===== src/hdl/rc6_frame_symbol_generator_macros.svh =====
// Assertion macros shared by the RC6 frame symbol generator modules.
`ifndef RC6_FRAME_SYMBOL_GENERATOR_MACROS_SVH
`define RC6_FRAME_SYMBOL_GENERATOR_MACROS_SVH

// Consequent must hold in the same cycle as the antecedent.
`define RC6FSG_ASSERT_SAME(label, ante, cons, msg) \
  label: assert property (@(posedge clk) disable iff (rst) (ante) |-> (cons)) \
    else $error(msg);

// Consequent must hold in the cycle after the antecedent.
`define RC6FSG_ASSERT_NEXT(label, ante, cons, msg) \
  label: assert property (@(posedge clk) disable iff (rst) (ante) |=> (cons)) \
    else $error(msg);

`endif


===== src/hdl/rc6fsg_pkg.sv =====
// Package with types and constants of the RC6 frame symbol generator.
`default_nettype none

package rc6fsg_pkg;

  localparam int CMD_W       = 8;
  localparam int UNIT_W      = 10;
  localparam int DUR_W       = 13;
  localparam int TDATA_W     = 16;

  localparam logic [UNIT_W-1:0] UNIT_RESET       = UNIT_W'(444);
  localparam logic [CMD_W-1:0]  PREV_COMMAND_RST = CMD_W'(8'hff);

  localparam int FRAME_LEN   = 46;
  localparam int IDX_W       = $clog2(FRAME_LEN);

  localparam int TRIM_ONE_HI  = 10;
  localparam int TRIM_ONE_LO  = 55;
  localparam int TRIM_ZERO_LO = 4;
  localparam int TRIM_ZERO_HI = 25;

  localparam int QUEUE_DEPTH = 2;
  localparam int QUEUE_PTR_W = $clog2(QUEUE_DEPTH);
  localparam int QUEUE_CNT_W = $clog2(QUEUE_DEPTH + 1);

  typedef struct packed {
    logic [CMD_W-1:0] cmd;
    logic             rep;
    logic             tog;
  } job_t;

  typedef struct packed {
    logic full;
    logic empty;
  } queue_status_t;

endpackage

`default_nettype wire


===== src/hdl/rc6fsg_front.sv =====
// Front part: takes send requests, drops repeats and busy ones, queues frames.
`default_nettype none

module rc6fsg_front
  import rc6fsg_pkg::*;
(
  input  wire logic               clk,
  input  wire logic               rst,
  input  wire logic               in_valid,
  output logic                    in_ready,
  input  wire logic [CMD_W-1:0]   in_cmd,
  input  wire logic               in_rep,
  input  wire logic               in_busy,
  input  wire queue_status_t      queue_status,
  output logic                    push,
  output job_t                    push_job
);

  logic [CMD_W-1:0] last_command;
  logic             toggle_flag;
  logic             take;

  assign in_ready = !queue_status.full;
  assign take     = in_valid && in_ready;
  assign push     = take && !in_busy && (in_cmd != last_command);

  always_comb begin
    push_job.cmd = in_cmd;
    push_job.rep = in_rep;
    push_job.tog = toggle_flag;
  end

  always_ff @(posedge clk) begin
    if (rst) begin
      last_command <= PREV_COMMAND_RST;
      toggle_flag  <= 1'b0;
    end else if (push) begin
      last_command <= in_cmd;
      toggle_flag  <= !toggle_flag;
    end
  end

endmodule

`default_nettype wire


===== src/hdl/rc6fsg_queue.sv =====
// Short queue of accepted frames between the front and back parts.
`default_nettype none

module rc6fsg_queue
  import rc6fsg_pkg::*;
(
  input  wire logic     clk,
  input  wire logic     rst,
  input  wire logic     push,
  input  wire job_t     push_job,
  input  wire logic     pop,
  output job_t          pop_job,
  output queue_status_t status
);

  `include "rc6_frame_symbol_generator_macros.svh"

  job_t                   entries [QUEUE_DEPTH];
  logic [QUEUE_PTR_W-1:0] wr_ptr;
  logic [QUEUE_PTR_W-1:0] rd_ptr;
  logic [QUEUE_CNT_W-1:0] count;

  assign status.full  = (count == QUEUE_CNT_W'(QUEUE_DEPTH));
  assign status.empty = (count == '0);
  assign pop_job      = entries[rd_ptr];

  always_ff @(posedge clk) begin
    if (push) begin
      entries[wr_ptr] <= push_job;
    end
  end

  always_ff @(posedge clk) begin
    if (rst) begin
      wr_ptr <= '0;
      rd_ptr <= '0;
      count  <= '0;
    end else begin
      if (push) begin
        wr_ptr <= (wr_ptr == QUEUE_PTR_W'(QUEUE_DEPTH - 1)) ? '0 : wr_ptr + 1'b1;
      end
      if (pop) begin
        rd_ptr <= (rd_ptr == QUEUE_PTR_W'(QUEUE_DEPTH - 1)) ? '0 : rd_ptr + 1'b1;
      end
      if (push && !pop) begin
        count <= count + 1'b1;
      end else if (pop && !push) begin
        count <= count - 1'b1;
      end
    end
  end

  `RC6FSG_ASSERT_SAME(a_no_overflow, push, !status.full || pop, "push into full queue")
  `RC6FSG_ASSERT_SAME(a_no_underflow, pop, !status.empty, "pop from empty queue")
  `RC6FSG_ASSERT_NEXT(a_push_seen, push && !pop, !status.empty, "pushed frame lost")

endmodule

`default_nettype wire


===== src/hdl/rc6fsg_back.sv =====
// Back part: steps through the 46 half-symbols of a frame into an output register.
`default_nettype none

module rc6fsg_back
  import rc6fsg_pkg::*;
(
  input  wire logic               clk,
  input  wire logic               rst,
  input  wire logic [UNIT_W-1:0]  unit_period,
  input  wire queue_status_t      queue_status,
  input  wire job_t               pop_job,
  output logic                    pop,
  output logic                    out_valid,
  input  wire logic               out_ready,
  output logic                    out_level,
  output logic [DUR_W-1:0]        out_dur,
  output logic                    out_last,
  output logic                    out_rep
);

  `include "rc6_frame_symbol_generator_macros.svh"

  localparam logic [IDX_W-1:0] LAST_IDX = IDX_W'(FRAME_LEN - 1);

  job_t              job;
  logic              active;
  logic [IDX_W-1:0]  idx;
  logic              load;
  logic              bit_val;
  logic              second_half;
  logic [IDX_W-1:0]  cmd_off;
  logic [2:0]        cmd_sel;
  logic [DUR_W-1:0]  t_ext;
  logic              level_next;
  logic [DUR_W-1:0]  dur_next;

  assign load = active && (!out_valid || out_ready);
  assign pop  = !queue_status.empty && (!active || (load && idx == LAST_IDX));

  assign t_ext   = DUR_W'(unit_period);
  assign cmd_off = idx - IDX_W'(30);
  assign cmd_sel = cmd_off[3:1];

  always_comb begin
    bit_val     = 1'b0;
    second_half = idx[0];
    if (idx < IDX_W'(4)) begin
      bit_val = 1'b1;
    end else if (idx < IDX_W'(10)) begin
      bit_val = 1'b0;
    end else if (idx < IDX_W'(14)) begin
      bit_val     = job.tog;
      second_half = !idx[1];
    end else if (idx < IDX_W'(30)) begin
      bit_val = 1'b0;
    end else begin
      bit_val = job.cmd[3'd7 - cmd_sel];
    end
  end

  always_comb begin
    if (idx == IDX_W'(0)) begin
      level_next = 1'b1;
      dur_next   = (t_ext << 2) + (t_ext << 1);
    end else if (idx == IDX_W'(1)) begin
      level_next = 1'b0;
      dur_next   = t_ext << 1;
    end else if (bit_val && !second_half) begin
      level_next = 1'b1;
      dur_next   = t_ext + DUR_W'(TRIM_ONE_HI);
    end else if (bit_val) begin
      level_next = 1'b0;
      dur_next   = t_ext + DUR_W'(TRIM_ONE_LO);
    end else if (!second_half) begin
      level_next = 1'b0;
      dur_next   = t_ext + DUR_W'(TRIM_ZERO_LO);
    end else begin
      level_next = 1'b1;
      dur_next   = t_ext + DUR_W'(TRIM_ZERO_HI);
    end
  end

  always_ff @(posedge clk) begin
    if (rst) begin
      active <= 1'b0;
      idx    <= '0;
    end else if (pop) begin
      active <= 1'b1;
      idx    <= '0;
    end else if (load) begin
      if (idx == LAST_IDX) begin
        active <= 1'b0;
        idx    <= '0;
      end else begin
        idx <= idx + 1'b1;
      end
    end
  end

  always_ff @(posedge clk) begin
    if (pop) begin
      job <= pop_job;
    end
  end

  always_ff @(posedge clk) begin
    if (rst) begin
      out_valid <= 1'b0;
    end else if (load) begin
      out_valid <= 1'b1;
    end else if (out_ready) begin
      out_valid <= 1'b0;
    end
  end

  always_ff @(posedge clk) begin
    if (load) begin
      out_level <= level_next;
      out_dur   <= dur_next;
      out_last  <= (idx == LAST_IDX);
      out_rep   <= job.rep;
    end
  end

  `RC6FSG_ASSERT_SAME(a_idx_range, active, idx <= LAST_IDX, "half-symbol index past frame end")
  `RC6FSG_ASSERT_NEXT(a_frame_end, load && idx == LAST_IDX && !pop,
                      !active && out_last, "frame did not close after last half-symbol")
  `RC6FSG_ASSERT_NEXT(a_frame_start, load && idx == '0,
                      out_valid && out_level && !out_last, "frame does not open with leader")

endmodule

`default_nettype wire


===== src/hdl/rc6_frame_symbol_generator.sv =====
// Top level of the RC6 frame symbol generator.
// From idle, an accepted command goes via a queue entry and the job registers to the output register.
// A frame is 46 half-symbols, sent at one per cycle while the output is not held off.
// The two-entry frame queue lets requests keep flowing, dropped ones at one per cycle while it is not full.
// Synchronous reset sets T to 444, the last command to 255, the toggle bit to 0 and empties the queue.
`default_nettype none

module rc6_frame_symbol_generator
  import rc6fsg_pkg::*;
(
  input  wire logic               clk,
  input  wire logic               rst,
  input  wire logic               cfg_wr_en,
  input  wire logic [UNIT_W-1:0]  cfg_wr_data,
  input  wire logic               s_axis_tvalid,
  output logic                    s_axis_tready,
  // Fields from bit 0: command_byte[7:0], want_repeat, busy_req, zero fill.
  input  wire logic [TDATA_W-1:0] s_axis_tdata,
  output logic                    m_axis_tvalid,
  input  wire logic               m_axis_tready,
  // Fields from bit 0: level, duration_us[12:0], repeat flag, zero fill.
  output logic [TDATA_W-1:0]      m_axis_tdata,
  output logic                    m_axis_tlast
);

  logic [UNIT_W-1:0] unit_period;
  queue_status_t     queue_status;
  logic              push;
  job_t              push_job;
  logic              pop;
  job_t              pop_job;
  logic              out_level;
  logic [DUR_W-1:0]  out_dur;
  logic              out_rep;

  always_ff @(posedge clk) begin
    if (rst) begin
      unit_period <= UNIT_RESET;
    end else if (cfg_wr_en) begin
      unit_period <= cfg_wr_data;
    end
  end

  rc6fsg_front u_front (
    .clk          (clk),
    .rst          (rst),
    .in_valid     (s_axis_tvalid),
    .in_ready     (s_axis_tready),
    .in_cmd       (s_axis_tdata[7:0]),
    .in_rep       (s_axis_tdata[8]),
    .in_busy      (s_axis_tdata[9]),
    .queue_status (queue_status),
    .push         (push),
    .push_job     (push_job)
  );

  rc6fsg_queue u_queue (
    .clk      (clk),
    .rst      (rst),
    .push     (push),
    .push_job (push_job),
    .pop      (pop),
    .pop_job  (pop_job),
    .status   (queue_status)
  );

  rc6fsg_back u_back (
    .clk          (clk),
    .rst          (rst),
    .unit_period  (unit_period),
    .queue_status (queue_status),
    .pop_job      (pop_job),
    .pop          (pop),
    .out_valid    (m_axis_tvalid),
    .out_ready    (m_axis_tready),
    .out_level    (out_level),
    .out_dur      (out_dur),
    .out_last     (m_axis_tlast),
    .out_rep      (out_rep)
  );

  assign m_axis_tdata = {1'b0, out_rep, out_dur, out_level};

endmodule

`default_nettype wire


===== config.mk =====
export PLATFORM = sky130hd
export DESIGN_NAME = rc6_frame_symbol_generator
export DESIGN_NICKNAME = d
export VERILOG_FILES = /design/src/hdl/rc6fsg_pkg.sv /design/src/hdl/rc6fsg_front.sv /design/src/hdl/rc6fsg_queue.sv /design/src/hdl/rc6fsg_back.sv /design/src/hdl/rc6_frame_symbol_generator.sv
export VERILOG_INCLUDE_DIRS = /design/src /design/src/hdl
export SDC_FILE = /design/constraint.sdc
export NUM_CORES = 1
export LEC_CHECK = 0
export BUFFER_PORTS_ARGS = -buffer_cell sky130_fd_sc_hd__buf_2
export CORE_MARGIN = 1.5
export CORE_UTILIZATION = 40
export DETAILED_ROUTE_END_ITERATION = 8
export GPL_ROUTABILITY_DRIVEN = 1
export SYNTH_ARGS = -nofsm -noshare
export SYNTH_HDL_FRONTEND = slang
export SYNTH_SLANG_ARGS = --single-unit

===== constraint.sdc =====
create_clock -name clk -period 2.7 [get_ports clk]
set_input_delay 0.405 -clock clk [delete_from_list [all_inputs] [get_ports clk]]
set_output_delay 0.405 -clock clk [all_outputs]
set_load 0.03 [all_outputs]

* Yosys cells after proc, flatten, opt, wreduce, memory -nomap -nowiden
Memories as Yosys holds them, arrays and structs flattened. A register that Yosys moved wholly into a read port is not among the register bits.
Cells that the tools add are included.
** Word-level totals
- Bits in registers :: 47
- RAM bits :: 20
- Input bits :: 31
- Output and inout port bits :: 19
- Logic and storage cells :: 94
- Memories kept :: 1
** Cells by class
- Add/subtract/negate cells :: 12
- Magnitude comparators :: 5
- Equal/unequal tests :: 4
- Mux-type cells :: 30
- Reductions and logical operators :: 29
** Memories
- u_queue.entries :: words 2, bits a word 10, rd ports 1, clocked after memory_dff 1, wr ports 1, line rc6fsg_queue.sv:18 : job_t entries [QUEUE_DEPTH];
** Operators with widths (count)
- 2-to-1 mux 13 bit :: 5
- 2-to-1 mux 1 bit :: 21
- adder 12 x 11 -> 13 bit :: 1
- less-than comparator 6 x 4 -> 1 bit, second input constant :: 2
- adder 10 x 3 -> 11 bit, second input constant :: 1
- adder 10 x 4 -> 11 bit, second input constant :: 1
- adder 10 x 5 -> 11 bit, second input constant :: 1
- adder 10 x 6 -> 11 bit, second input constant :: 1
- logical NOT 1 bit :: 10
- logical AND 1 bit :: 9
- inequality test 8 bit :: 1
- nonzero test 2 bit :: 4
- adder 6 x 1 -> 6 bit, second input constant :: 1
- equality test 6 x 1 -> 1 bit, second input constant :: 1
- equality test 6 bit, second input constant :: 1
- logical NOT 6 bit :: 1
- less-than comparator 6 x 3 -> 1 bit, second input constant :: 1
- less-than comparator 6 x 5 -> 1 bit, second input constant :: 1
- 2-to-1 mux 6 bit :: 1
- less-than comparator 3 x 4 -> 1 bit, second input constant :: 1
- 2-to-1 mux 2 bit :: 2
- subtractor 4 bit, second input constant :: 1
- binary-select mux 1 bit (select 3 bit) :: 1
- subtractor 3 bit, first input constant :: 1
- 8 further kinds :: 10

* Depth between registers and ports, before layout
- Word-level depth :: 12
- Mapped depth :: 13
- Gate-level depth less buffers :: 11

* By module
From an unflattened synthesis, not the netlist that was laid out.
** Unflattened totals
- Cell total of the unflattened synthesis :: 434
- Area, all modules :: 4539.4 um2
** By module, submodules not included
- rc6fsg_back :: times used 1, cells each 282, area an instance 2682.6 um2, seq. area each 940.9 um2
- rc6fsg_queue :: times used 1, cells each 53, area an instance 925.9 um2, seq. area each 700.7 um2
- rc6fsg_front :: times used 1, cells each 63, area an instance 538.0 um2, seq. area each 180.2 um2
- rc6_frame_symbol_generator :: times used 1, cells each 36, area an instance 392.9 um2, seq. area each 200.2 um2

* Worst setup path after synthesis
No wires, ideal clock.
- Path type :: register -> register
- Start :: register u_back.idx[1]
- End :: register u_back.out_dur[9] (data pin)
- Setup time :: 0.274 ns
- Data arrival time :: 2.721 ns
- Data required time :: 2.426 ns
- Slack :: -0.295 ns
- Stages on the path, launching flop included :: 14
- Buffers on the path :: 2
- Clock period less this slack :: 2.995 ns
- Cells stage by stage :: dfxtp_1 -> ha_1 -> buf_6 -> mux2i_1 -> mux4_2 -> a2bb2oi_2 -> inv_2 -> ha_1 -> clkbuf_1 -> nor2_1 -> nand3_1 -> a21boi_2 -> mux2i_1 -> o221ai_1
** Between the ends
- Word-level cells in the longest chain between the ends :: 12
- Elaborated cells between the ends (all ways) :: 25
- Classes of those cells :: 2 x add/sub; 4 x order compare; 1 x eq/ne; 14 x mux; 4 x reduce/logical
** Ends and longest elaborated chain
- start: declaration :: line rc6fsg_back.sv:27 : logic [IDX_W-1:0] idx;
- start signal: assignment :: line rc6fsg_back.sv:95 : idx <= idx + 1'b1;
- subtractor 4 bit :: line rc6fsg_back.sv:41 : assign cmd_off = idx - IDX_W'(30);
- subtractor 3 bit :: line rc6fsg_back.sv:57 : bit_val = job.cmd[3'd7 - cmd_sel];
- binary-select mux 1 bit (select 3 bit) :: line rc6fsg_back.sv:57
- 2-to-1 mux 1 bit (not written as such) :: line rc6fsg_back.sv:57
- 2-to-1 mux 1 bit :: line rc6fsg_back.sv:54 : end else if (idx < IDX_W'(30)) begin
- 2-to-1 mux 1 bit :: line rc6fsg_back.sv:51 : end else if (idx < IDX_W'(14)) begin
- 2-to-1 mux 1 bit :: line rc6fsg_back.sv:49 : end else if (idx < IDX_W'(10)) begin
- 2-to-1 mux 1 bit :: line rc6fsg_back.sv:47 : if (idx < IDX_W'(4)) begin
- 2-to-1 mux 13 bit or logical AND 1 bit (tied branches) :: line rc6fsg_back.sv:71, rc6fsg_back.sv:68
- 2-to-1 mux 13 bit :: line rc6fsg_back.sv:68 : end else if (bit_val && !second_half) begin
- 2-to-1 mux 13 bit :: line rc6fsg_back.sv:65 : end else if (idx == IDX_W'(1)) begin
- 2-to-1 mux 13 bit * :: line rc6fsg_back.sv:62 : if (idx == IDX_W'(0)) begin
- named net u_back.dur_next[9] :: line rc6fsg_back.sv:35 : logic [DUR_W-1:0] dur_next;
- end signal: assignment :: line rc6fsg_back.sv:119 : out_dur <= dur_next;
- end: declaration :: line rc6fsg_back.sv:16 : output logic [DUR_W-1:0] out_dur,
Mark *: on every way through the listed nets, which the timed path passes. The rest lies on a longest branch. The select of a mux whose other input is x is not followed.
A chain may end at the register's enable or synchronous reset.

* Final worst setup path
Ends and elaborated chain as after synthesis.

==> results.py <==
metrics = {
    "sta": {
        "setup_slack_ns": -0.008080,
        "worst_pin_slew_ns": 0.8398,
        "fin_crit_ns": 2.708,
        "rsz0062_at_grt": "yes",
        "hold_viol": 0,
        "slew-limit-headroom_pct": 43.90,
        "max_freq_ghz": 0.3693,
        "finalSetupViolCount": 1,
        "tns_ns": -0.008080,
        "worst_clock_skew_ns": 0.009214,
        "fin_hold_ws_ns": 0.2392,
        "maxSlewViolCount": 0,
        "finalCritPeriodShare_pct": 100.3,
    },
    "final_layout": {
        "synthToLayoutAreaGrowth_pct": 17.01,
        "finish.utilization_pct": 48.03,
        "drive_above_1_share_pct": 24.30,
        "finalNonFillerCells": 597,
        "final_nets": 518,
        "antennaDiodeCount": 0,
        "final_cell_area_um2": 4959,
        "mostFrequentLayoutCells": "edfxtp_1, buf_2, nand2_1, ha_1, dfxtp_1",
        "final_common_cell": "edfxtp_1",
    },
    "synthesis": {
        "yosys.cell_types.count": 60,
        "synth_edf_count": 46,
        "synthesis.nets": 464,
        "ys.flop_type": "edfxtp_1",
        "synth_top_area_share_pct": 32.60,
        "seq_area_frac_synth_pct": 47.24,
        "yosys.area.top_type": "edfxtp_1",
        "synth_seq_cells": 77,
        "netlist_area_um2": 4238,
        "yosys_warnings": 0,
        "synth.top_cells.by_area": "edfxtp_1, dfxtp_1, ha_1",
        "syn_area_per_cell_um2": 10.54,
        "syn_inst": 402,
        "async_reset_ff_share_pct": 0,
    },
    "power": {
        "leakage_nw": 1.973,
        "irDropWorstVdd_mv": 0.3924,
        "power.total_mw": 3.834,
        "powerDensity_nw_per_um2": 773.3,
    },
    "clock_network": {
        "cts_buffer_depth": 2,
        "cts-root-buf": "clkbuf_8",
        "cts-buffers-inserted": 9,
        "clk-insertion-delay-late_ns": 0.36,
        "htreeDepth": 3,
        "tritoncts": "yes",
        "path_clk_slew_ns": 0.09,
        "cts.sinks": 77,
    },
    "floorplan": {
        "core-area_um2": 10320,
        "io_pins": 50,
        "fp.dieW_um": 105.9,
        "num_rows": 37,
        "start_util_pct": 41.05,
        "dieArea_um2": 11220,
        "die_y_um": 105.9,
    },
    "global_route": {
        "grt_pass1_vias": 3034,
        "grt_usage_pct": 16.27,
        "grt_max_degree": 17,
        "grt_pass1_wl_um": 14440,
        "antenna_found_initial": 0,
        "grt.overflow.total": 0,
    },
    "routing": {
        "firstDrtPassIters": 4,
        "antenna_left": 0,
        "drc": 0,
        "vias": 3115,
        "drt-total-wl_um": 8677,
        "wl_per_cell_um": 14.53,
        "first_iter_violations": 93,
        "viasPerCell": 5.218,
    },
    "place": {
        "dp_hpwl_um": 6457,
        "postPlaceCellArea_um2": 4710,
        "place_inst": 580,
        "routabilityCongestion": 0.8527,
        "place_ws_ns": -0.0009768,
        "port_buffers": 42,
    },
    "setup_path": {
        "end_kind": "flop",
        "cp.required_ns": 2.80,
        "cp_max_fo": 7,
        "path_class": "reg -> reg",
        "critPathArrivalTime_ns": 2.80,
        "crit_path_start_kind": "flop",
        "crit_path_max_incr_delay_ns": 0.51,
        "path_common_cell": "ha_4",
        "cp_slowest_cell": "mux4_2",
        "path_cells": "ha_4 > mux2i_2 > mux4_2 > a2bb2oi_4 > inv_2 > ha_4 > a21oi_2 > o311ai_2 > a21boi_4 > mux2i_1 > o221ai_1",
    },
    "hold_path": {
        "holdCritPathClass": "in -> reg",
    },
    "outcome": {
        "violations": "negative setup slack",
        "status": "finished, violations left",
    },
    "job": {
        "drv_cap": 0,
    },
}
==> logic make-up after synthesis <==
| group | after synthesis | share of synthesized area, % |
|---|---|---|
| DFF | 77 | 47.24 |
| other | 1 | 0.08849 |
| AOI/OAI and AO/OA | 80 | 12.67 |
| muxes | 30 | 7.676 |
| adders and majority gates | 31 | 9.330 |
| buffers and inverters | 43 | 4.369 |
| and+or+nand+nor | 110 | 12.43 |
| xor gates and xnor gates | 30 | 6.200 |
==> synthesized netlist by cell type (all sizes together) (10+ instances only) <==
| cell type | n |
|---|---|
| mux2 | 10 |
| nor2 | 27 |
| edfxtp | 46 |
| mux2i | 19 |
| nand3 | 11 |
| inv | 24 |
| o21ai | 13 |
| xor2 | 17 |
| nand2 | 36 |
| dfxtp | 31 |
| xnor2 | 13 |
| clkbuf | 12 |
| a21oi | 26 |
| ha | 30 |
==> registers in the layout (all words and copies together), names as in the netlist, 2 cells and up <==
name and cells:
u_back.idx 6, u_queue.entries 20, unit_period 10, u_back.job 10
u_back.out_dur 13, u_queue.count 2, u_front.last_command 8
==> what timing repair did <==
action,CTS,global route
setup endpoints to repair,2,10
hold buffers,0,0
setup buffers,0,1
gates resized for setup,1,11
pin swaps,3,5
==> final timing paths <==
check	from	to	slack, ns	cells after the start
max	u_back.idx[1]$_SDFFE_PP0P_	u_back.out_dur[9]$_DFFE_PP_	-0.008	11
min	s_axis_tdata[8]	u_queue.entries[0][1]$_DFFE_PP_	0.24	1
max reg2reg	u_back.idx[1]$_SDFFE_PP0P_	u_back.out_dur[9]$_DFFE_PP_	-0.008	11
min reg2reg	u_back.job[1]$_DFFE_PP_	u_back.out_rep$_DFFE_PP_	0.44	0
==> where the power goes <==
| group | leakage [nW] | internal, mW | switching [mW] | total, mW |
|---|---|---|---|---|
| combinational | 1.20 | 0.529 | 0.814 | 1.34 |
| clock | 0.0903 | 0.354 | 0.483 | 0.838 |
| sequential | 0.682 | 1.53 | 0.120 | 1.65 |
| total | 1.97 | 2.42 | 1.42 | 3.83 |
==> worst max-delay path: cells and delay by family (launching register included) <==
family	cells	cell delay (ns)
compound gates	5	0.72
fa+ha+maj	2	0.43
buf+inv	1	0.09
flops	1	0.36
mux	3	0.85
==> per-layer routing <==
layer	wire [um]	global-route usage, %
met3	355	3.863
met4	253	7.046
met1	3734	18.93
met2	4332	28.53
met5	0	0
==> final cells by class <==
type | instances | area (um^2)
clock inverters | 7 | 63.81
fillers | 976 | 5365
repair buffers | 62 | 364.1
inverters | 24 | 90.09
flip-flops and latches | 77 | 2008
multi-input cells | 282 | 2138
well taps | 136 | 170.2
clock buffers | 9 | 123.9
Power figures use the tool's default switching activity.
